<file path="config.mk">
export PLATFORM = sky130hd
export DESIGN_NAME = lmb_ctrl
export DESIGN_NICKNAME = d
export VERILOG_FILES = /design/src/sv/lmb_pkg.sv /design/src/sv/lmb_ctrl.sv
export SDC_FILE = /design/constraint.sdc
export NUM_CORES = 1
export LEC_CHECK = 0
export BUFFER_PORTS_ARGS = -buffer_cell sky130_fd_sc_hd__buf_2
export CAP_MARGIN = 0
export CELL_PAD_IN_SITES_DETAIL_PLACEMENT = 1
export CELL_PAD_IN_SITES_GLOBAL_PLACEMENT = 2
export CORE_UTILIZATION = 25
export CTS_BUF_LIST = sky130_fd_sc_hd__clkbuf_16
export DETAILED_ROUTE_END_ITERATION = 8
export GPL_ROUTABILITY_DRIVEN = 0
export PLACE_DENSITY = 0.72
export SYNTH_ARGS = -nofsm -noshare
export SYNTH_HDL_FRONTEND = slang
export SYNTH_SLANG_ARGS = --single-unit
</file>
<file path="constraint.sdc">
create_clock -name clock -period 1.65 [get_ports clock]
set_clock_uncertainty 0.2 [all_clocks]
set_input_delay 0.33 -clock clock [delete_from_list [all_inputs] [get_ports clock]]
set_output_delay 0.33 -clock clock [all_outputs]
set_load 0.01 [all_outputs]
</file>
<file path="src/sv/lmb_pkg.sv">
// lmb_pkg: shared types, constants and helper functions of the Legendre moment binner.
// Used by lmb_poly, lmb_ctrl, lmb_dp and the top module; depends on nothing.
`default_nettype none
package lmb_pkg;

   localparam int MAX_BINS   = 64;
   localparam int NUM_ORDERS = 7;
   localparam int SUM_WIDTH  = 40;
   localparam int BIN_W      = $clog2(MAX_BINS);
   localparam int NB_W       = 7;
   localparam int ROW_W      = NUM_ORDERS * SUM_WIDTH;
   localparam int P_W        = 18;
   localparam int WIDE_W     = 60;
   localparam int A_W        = 40;
   localparam int CTR_W      = 22;
   localparam int PADDR_W    = 5;
   localparam int PDATA_W    = 32;

   localparam logic [1:0] OP_EVENT = 2'd0;
   localparam logic [1:0] OP_READ  = 2'd1;
   localparam logic [1:0] OP_CLEAR = 2'd2;
   localparam logic [1:0] OP_NOP   = 2'd3;

   localparam logic [1:0] SEL_ONE = 2'd0;
   localparam logic [1:0] SEL_TWO = 2'd1;

   localparam logic [2:0] REG_FIRST_CENTER = 3'd0;
   localparam logic [2:0] REG_BIN_STEP     = 3'd1;
   localparam logic [2:0] REG_HALF_WIDTH   = 3'd2;
   localparam logic [2:0] REG_NUM_BINS     = 3'd3;
   localparam logic [2:0] REG_BEAM_CENTER  = 3'd4;
   localparam logic [2:0] REG_BEAM_HALF    = 3'd5;

   localparam logic signed [WIDE_W-1:0] Q28 = WIDE_W'(64'sd268435456);

   typedef logic [NUM_ORDERS-1:0][SUM_WIDTH-1:0] row_type;
   typedef logic [NUM_ORDERS-1:0][P_W-1:0]       pvec_type;

   typedef struct packed {
      logic [15:0]   first_bin_center;
      logic [15:0]   bin_step;
      logic [15:0]   half_width;
      logic [NB_W-1:0] num_bins;
      logic [15:0]   beam_center;
      logic [15:0]   beam_half_window;
   } cfg_type;

   typedef struct packed {
      logic load;
      logic clear;
      logic scan_start;
      logic scan;
      logic scan_eval;
      logic scan_write;
      logic out_load;
   } cmd_type;

   typedef struct packed {
      logic scan_last;
      logic nb_zero;
      logic out_full;
   } status_type;

   function automatic logic signed [WIDE_W-1:0] rnd(input logic signed [WIDE_W-1:0] v,
                                                    input int n);
      logic signed [WIDE_W-1:0] half;
      half = WIDE_W'(64'sd1) <<< (n - 1);
      return (v + half) >>> n;
   endfunction

   function automatic logic [SUM_WIDTH-1:0] sat_add(input logic [SUM_WIDTH-1:0] a,
                                                    input logic [SUM_WIDTH-1:0] b);
      logic [SUM_WIDTH:0] s;
      s = {a[SUM_WIDTH-1], a} + {b[SUM_WIDTH-1], b};
      if (s[SUM_WIDTH] != s[SUM_WIDTH-1]) begin
         return s[SUM_WIDTH] ? {1'b1, {(SUM_WIDTH-1){1'b0}}} : {1'b0, {(SUM_WIDTH-1){1'b1}}};
      end
      return s[SUM_WIDTH-1:0];
   endfunction

endpackage
`default_nettype wire

</file>
<file path="src/sv/lmb_ctrl.sv">
// lmb_ctrl: sequencer for event, read and clear words of the moment binner.
// Depends on lmb_pkg.
`default_nettype none
module lmb_ctrl (
   input  wire logic                clock,
   input  wire logic                reset,
   input  wire logic                req_valid,
   input  wire logic [1:0]          req_op,
   output logic                     req_stall,
   input  wire lmb_pkg::status_type status,
   output lmb_pkg::cmd_type         cmd
);
   import lmb_pkg::*;

   typedef enum logic [2:0] {
      ST_IDLE, ST_POLY, ST_SCAN_RD, ST_SCAN_WR, ST_READ, ST_OUT
   } state_type;

   state_type  state_ff, state_in;
   logic [2:0] cnt_ff, cnt_in;
   logic       accept;

   assign req_stall = (state_ff != ST_IDLE);
   assign accept    = req_valid && !req_stall;

   always_comb begin
      state_in = state_ff;
      cnt_in   = cnt_ff;
      cmd      = '0;
      unique case (state_ff)
         ST_IDLE: begin
            cmd.load  = accept;
            cmd.clear = accept && (req_op == OP_CLEAR);
            cnt_in    = '0;
            if (accept && req_op == OP_EVENT) begin
               state_in = ST_POLY;
            end else if (accept && req_op == OP_READ) begin
               state_in = ST_READ;
            end
         end
         ST_POLY: begin
            cnt_in = cnt_ff + 3'd1;
            if (cnt_ff == 3'd4) begin
               cmd.scan_start = 1'b1;
               state_in = status.nb_zero ? ST_IDLE : ST_SCAN_RD;
            end
         end
         ST_SCAN_RD: begin
            cmd.scan      = 1'b1;
            cmd.scan_eval = 1'b1;
            state_in      = ST_SCAN_WR;
         end
         ST_SCAN_WR: begin
            cmd.scan       = 1'b1;
            cmd.scan_write = 1'b1;
            state_in       = status.scan_last ? ST_IDLE : ST_SCAN_RD;
         end
         ST_READ: begin
            state_in = ST_OUT;
         end
         ST_OUT: begin
            if (!status.out_full) begin
               cmd.out_load = 1'b1;
               state_in     = ST_IDLE;
            end
         end
         default: state_in = ST_IDLE;
      endcase
   end

   always_ff @(posedge clock) begin
      if (reset) begin
         state_ff <= ST_IDLE;
         cnt_ff   <= '0;
      end else begin
         state_ff <= state_in;
         cnt_ff   <= cnt_in;
      end
   end
endmodule
`default_nettype wire

</file>
# Word-level counts from Yosys, hierarchy flattened

Cells that the tools add are included.

Muxes and demuxes: 16
$add $sub $neg: 1
Reduce and logical (&&, ||, !) cells: 11
Equal/unequal tests: 11

Operators by type and width:

| cell                | number |
|---|---|
| $pmux 3 s6          | 1 |
| $mux 3              | 4 |
| $eq 3x3->1 const B  | 3 |
| $mux 1              | 7 |
| $eq 3x2->1 const B  | 2 |
| $mux 2              | 3 |
| $pmux 3 s2          | 1 |
| $logic_and 1x1->1   | 4 |
| $ne 2x2->1 const B  | 2 |
| $add 3x1->3 const B | 1 |
| $eq 3x1->1 const B  | 1 |
| $logic_not 3->1     | 1 |
| $ne 3x3->1 const B  | 1 |
| $reduce_and 3->1    | 1 |
| $reduce_bool 3->1   | 1 |
| $eq 2x1->1 const B  | 1 |
| $eq 2x2->1 const B  | 1 |
| $logic_not 2->1     | 1 |
| $reduce_bool 2->1   | 1 |
| $reduce_or 2->1     | 1 |
| $logic_not 1->1     | 1 |

Output and inout bits: 8
Word-level logic and storage cells: 41
Bits in registers: 6
Input bits: 8

# Longest topological paths before layout

Gate-level depths: netlist of the first run.

Word-level depth: 7
Gate-level depth with buffers: 5
Mapped depth without buffers: 5

# Least setup slack after synthesis of the first run

Ideal clock, no wire load.

Path type: reg2out
Start: register state_ff[1]
End: output cmd[5] in the netlist's numbering
Required time: 1120 ps
Path slack: 103 ps
Arrival: 1017 ps
Path buffers: 0
Stages on the path, launching flop included: 4
Cell sequence: dfxtp_1 > nor3_2 > and2_1 > nor3b_2

RTL lines:

| element                | RTL line       | RTL |
|---|---|---|
| start, declared        | lmb_ctrl.sv:19 | `state_type state_ff, state_in;` |
| start signal, assigned | lmb_ctrl.sv:76 | `state_ff <= state_in;` |
| end, declared          | lmb_ctrl.sv:11 | `output lmb_pkg::cmd_type cmd` |

==> reports/metrics.cfg, run 1 <==
[outcome]
outcome = finished with violations
violations = design-rule violations, negative setup slack

[sta]
worst_pin_slew_ps = 418.8
fin_crit_sh_pct = 104.1
setup_viol = 3
fmax_ghz = 0.5822
maxSlewHeadroom_pct = 72.02
period_needed_ps = 1718
slew_violations = 0
fin_ws_ps = -67.63
hold_violations = 0
rsz0062_at_grt = true
setup_tns_ps = -86.06

[synth]
syn-cell-area_um2 = 435.4
synth_flop_cell = dfxtp_1
syn_avg_cell_area_um2 = 8.373
ys_seq_area_share_pct = 27.59
async_flop_share_pct = 0
post-synth-top-area-fraction_pct = 27.59
yosys_warnings = 0
syn_inst = 52
synth_top_area_cell = dfxtp_1
synth_top_cells_by_count = 6 x a21oi_1, 6 x dfxtp_1, 4 x inv_1, 4 x nand3_1
syn_nets = 62
synth_seq_cells = 6
synthTopCellsByArea = dfxtp_1 28%, a21oi_1 6.9%, ha_1 5.7%
synth_cell_types = 27
synth_edf_count = 0

[worst_setup_path]
crit_fanout = 2
criticalPathCategory = reg2out
reg2reg_depth = 5
rrSetupSlack_ps = 220
endpoint_kind = output pin
timing.rr.start = cnt_ff[0]
required_ps = 1120
arrival_ps = 1190
start_kind = flop
rr_endpoint = state_ff[1]

[clocking]
clkSinkCount = 6
postCtsHoldBufs = 0
cts_buffers = 3
htreeDepth = 1
cts.clk_slew.worst_paths_ps = 40
clock_path_buffers = 2
cts_tree = done
clockRootBuffer = clkbuf_16
clk-insertion-delay-late_ps = 230

[drt]
avgViaCountPerCell = 5.000
routed_wl_um = 1297
vias = 470
ant_nets = 0
drt_iter0_markers = 2
route.detailed.drc = 1
drt-wirelength-per-cell_um = 13.80
firstDrtPassIters = 5

[power]
ir_worst_vdd_uv = 449.3
p_leak_nw = 0.3141
power_density_nw_per_um2 = 1093
power.total_mw = 0.7616

[hold_path]
holdPathEnd = cnt_ff[1]
min_path_type = in2reg
hold_depth = 2
min_from = reset

[run]
cap_violations = 0

[floorplanning]
die_h_um = 43.74
fp.coreArea_um2 = 1559
start_util_pct = 27.93
die-area_um2 = 1913
die_w_um = 43.74
rows = 14
io_pins = 16

[placed_design]
dp_cells = 86
preCtsSetupSlack_ps = 123.8
dp_hpwl_um = 889.8
portBuffers = 15

[layout]
drive_above_1_share_pct = 56.41
instances_no_fill = 94
final_util_pct = 44.70
final_net_count = 90
syn2layout_area_growth_pct = 60.06
n_antenna_cell = 0

[global_routing]
grt_antenna_before_repair = 0
grt.overflow.total = 0
grt_pass1_vias = 467
track_usage_pct = 15.89
grt_max_degree = 12
grt_first_pass_wirelength_um = 2166

[cells by family (layout without fill, tap and decap cells)]
logic type	count (synthesis)	count (layout)	synth area share (%)
fa+ha+maj	2	2	5.746
buf+inv	7	33	10.34
flops	6	6	27.59
compound gates	15	15	23.56
simple gates	22	22	32.76
[routing by layer]
| metal | global-route usage (%) | part of all wire (%) | vias up |
|---|---|---|---|
| met1 | 20.05 | 43 | 220 |
| li1 | - | - | 235 |
| met5 | 0 | 0 | - |
| met4 | 3.750 | 0.62 | 0 |
| met2 | 25.37 | 50 | 13 |
| met3 | 6.250 | 5.9 | 2 |
[sequential cells by signal, summed over array words and instances, names as in the netlist]
signal    flops
state_ff      3
cnt_ff        3
[stage by stage]
stage,hold slack [ps],cell area (um^2)
after detailed placement,300.3,545.5
final,152.6,696.9
after global placement,295.0,545.5
after global routing,169.8,696.9
after floorplan,199.1,435.4
after CTS,158.4,651.9
[area by class of cell]
type | instances | area, um^2
fill | 199 | 862.1
multi-input combinational | 39 | 296.5
timing repair buffer | 26 | 161.4
sequential | 6 | 128.9
clock buffer | 3 | 75.07
tap | 16 | 20.02
inverter | 4 | 15.01
[placed cells by master (no fill, tap or decap)]
| cell | n |
|---|---|
| a2111oi_2 | 1 |
| a211o_1 | 1 |
| a211oi_2 | 1 |
| a21oi_1 | 6 |
| and2_1 | 1 |
| and2_4 | 1 |
| and2b_1 | 1 |
| buf_2 | 15 |
| buf_4 | 10 |
| buf_6 | 1 |
| clkbuf_16 | 3 |
| dfxtp_1 | 1 |
| dfxtp_2 | 4 |
| dfxtp_4 | 1 |
| ha_1 | 1 |
| ha_4 | 1 |
| inv_1 | 2 |
| inv_2 | 2 |
| nand2_1 | 1 |
| nand2b_1 | 1 |
| nand3_1 | 4 |
| nand3b_1 | 1 |
| nor2_1 | 3 |
| nor2b_1 | 3 |
| nor2b_4 | 1 |
| nor3_4 | 1 |
| nor3b_1 | 1 |
| nor3b_2 | 1 |
| nor4b_1 | 1 |
| o21ai_0 | 3 |
| o21ai_1 | 1 |
| o21ai_2 | 1 |
| o31ai_1 | 1 |
| or2b_1 | 1 |
[how the worst max path moves through the flow]
stage	start	endpoint	slack, ps	depth (start not counted)
6_report	state_ff[0]	cmd[5]	-70	4
5_1_grt	state_ff[0]	cmd[5]	-120	4
4_1_cts	state_ff[0]	cmd[5]	-70	4
3_5_place_dp	state_ff[2]	cmd[5]	120	4
3_3_place_gp	state_ff[1]	cmd[2]	170	4
2_1_floorplan	state_ff[1]	cmd[5]	100	3
[critical path, cell delays in order, from the launching register on]
cell and delay [ps]:
dfxtp_2 330, nor3_4 190, and2_4 160, nor3b_2 140, buf_2 150
[repair_timing]
item,CTS,global route
endpoints found under the setup margin,6,6
pin swaps,2,2
resized for setup,7,7
setup buffers,2,3
[report_power, final]
group | switching, mW | internal (mW) | total (mW)
clock | 0.0886 | 0.312 | 0.400
sequential | 0.0163 | 0.159 | 0.176
combinational | 0.0871 | 0.0985 | 0.186
total | 0.192 | 0.570 | 0.762
No activity file was read; power rests on OpenSTA's default activity.
==> run 2, diff against run 1 <==
--- a/config.mk
+++ b/config.mk
@@ -9,11 +9,11 @@
 export CAP_MARGIN = 0
 export CELL_PAD_IN_SITES_DETAIL_PLACEMENT = 1
 export CELL_PAD_IN_SITES_GLOBAL_PLACEMENT = 2
-export CORE_UTILIZATION = 25
+export CORE_UTILIZATION = 22
 export CTS_BUF_LIST = sky130_fd_sc_hd__clkbuf_16
 export DETAILED_ROUTE_END_ITERATION = 8
 export GPL_ROUTABILITY_DRIVEN = 0
-export PLACE_DENSITY = 0.72
+export PLACE_DENSITY = 0.67
 export SYNTH_ARGS = -nofsm -noshare
 export SYNTH_HDL_FRONTEND = slang
 export SYNTH_SLANG_ARGS = --single-unit
==> constraint.sdc (replaced) <==
create_clock -name clock -period 1.4 [get_ports clock]
set_clock_uncertainty 0.2 [all_clocks]
set_input_delay 0.28 -clock clock [delete_from_list [all_inputs] [get_ports clock]]
set_output_delay 0.28 -clock clock [all_outputs]
set_load 0.01 [all_outputs]
==> run 2 against run 1 <==
Compared with the run above:
- the flow finishes with violations (negative setup slack)
- die area is 13% higher
- sequential power is 15% higher
- global-route usage is 2.5 points lower
- routed wire length is 1.5% lower
- count of clock-buffer cells in the layout stayed put
- via count is 0.64% lower
- power is 19% higher
- cell count is 11% higher
==> reports/metrics.cfg, run 2 (same netlist as run 1, synthesis figures left out) <==
[outcome]
violations = negative setup slack
outcome = finished with violations

[global_routing]
grt_max_degree = 12
track_usage_pct = 13.40
grt_first_pass_wirelength_um = 1890
grt.overflow.total = 0
grt_pass1_vias = 428
grt_antenna_before_repair = 0

[hold_path]
min_path_type = in2reg

[power]
clock_power_share_pct = 50.8
p_comb_share_pct = 26.8
p_leak_nw = 0.3289
power.switching_mw = 0.2235
power.total_mw = 0.9068
switching_share_pct = 24.65
power_density_nw_per_um2 = 1220
ir_worst_vdd_uv = 499.7
intPower_mw = 0.6833
pwr-share-seq_pct = 22.4

[layout]
drive_above_1_share_pct = 59.49
multi_input_area_um2 = 321.6
syn2layout_area_growth_pct = 70.69
reg_top3 = cnt_ff x3, state_ff x3
final-seq-area_um2 = 127.6
final_net_count = 91
fill_cells = 210
n_antenna_cell = 0
fin_area_um2 = 743.2
mostFrequentLayoutCells = 15 x buf_2, 10 x buf_4, 6 x a21oi_1
layout_commonest_cell = buf_2

[drt]
firstDrtPassIters = 2
vias = 467
routed_wl_um = 1278
ant_nets = 0
route.detailed.drc = 0
drt_iter0_markers = 1
avgViaCountPerCell = 4.490
drt-wirelength-per-cell_um = 12.29

[clocking]
htreeDepth = 1
clock_path_buffers = 2
cts_tree = done
postCtsHoldBufs = 0
clk-insertion-delay-late_ps = 230
cts.clk_slew.worst_paths_ps = 30
cts_buffers = 3
clockRootBuffer = clkbuf_16
clkSinkCount = 6

[floorplanning]
fp.coreArea_um2 = 1783
io_pins = 16
die_h_um = 46.49
rows = 15
die_w_um = 46.49
die-area_um2 = 2161
start_util_pct = 24.42

[worst_setup_path]
start_kind = flop
required_ps = 920
endpoint_kind = output pin
criticalPathCategory = reg2out
crit_fanout = 5
arrival_ps = 1200

[run]
cap_violations = 0

[sta]
setup_viol = 8
hold_violations = 0
setup_tns_ps = -1378
fmax_ghz = 0.5949
maxSlewHeadroom_pct = 77.00
fin_ws_ps = -280.8
worst_pin_slew_ps = 344.2
rsz0062_at_grt = true
period_needed_ps = 1681
whs_ps = 119.3
fin_crit_sh_pct = 120.1
slew_violations = 0

[placed_design]
place_area_um2 = 606.8
preCtsSetupSlack_ps = -48.70
dp_hpwl_um = 890.1
portBuffers = 15

[run 2: path summary, 6_finish.rpt]
path / slack [ps] / to / depth (start not counted) / startpoint
worst max-delay path: -280 / cmd[5] / 4 / state_ff[1]
worst min-delay path: 120 / cnt_ff[0] / 2 / reset
worst max register to register: 0 / state_ff[1] / 4 / state_ff[0]
worst min register to register: 330 / cnt_ff[0] / 3 / cnt_ff[0]
[run 2: timing repair]
item | 4_1_cts | 5_1_grt
buffers inserted | 1 | 1
pin swaps | 1 | 2
setup endpoints to repair | 10 | 11
resized for setup | 3 | 9
[run 2: power groups by stage]
stage / clock network, mW / registers (mW) / logic [mW]
floorplan: 0 / 0.203 / 0.132
global placement: 0 / 0.203 / 0.214
detailed placement: 0 / 0.204 / 0.212
CTS: 0.469 / 0.202 / 0.221
global route: 0.480 / 0.206 / 0.265
finish: 0.461 / 0.203 / 0.243
[run 2: layer usage]
| layer | wire [um] | track usage, % | share of wire, % |
|---|---|---|---|
| met1 | 584 | 14.55 | 46 |
| met2 | 645 | 22.50 | 50 |
| met3 | 34 | 2.353 | 2.7 |
| met4 | 14 | 10.59 | 1.1 |
| met5 | 0 | 0 | 0 |
[run 2: metrics by stage]
step                      cells  utilization, %
after global routing        104           41.68
after global placement       99           34.04
after CTS                   103           39.65
final                       104           41.68
after detailed placement     99           34.04
after floorplan              52               -
[run 2: final cells by class]
| class | count | area share [%] |
|---|---|---|
| inverters | 4 | 2.020 |
| clock buffers | 3 | 10.10 |
| repair buffers | 27 | 23.23 |
| multi-input cells | 39 | 43.27 |
| flip-flops and latches | 6 | 17.17 |
| well taps | 25 | 4.209 |
[run 2: worst max-delay path, stage by stage, from the launching register on]
cell	delay, ps
dfxtp_2	340
nor3_4	170
and2_4	160
nor3b_4	150
buf_2	150
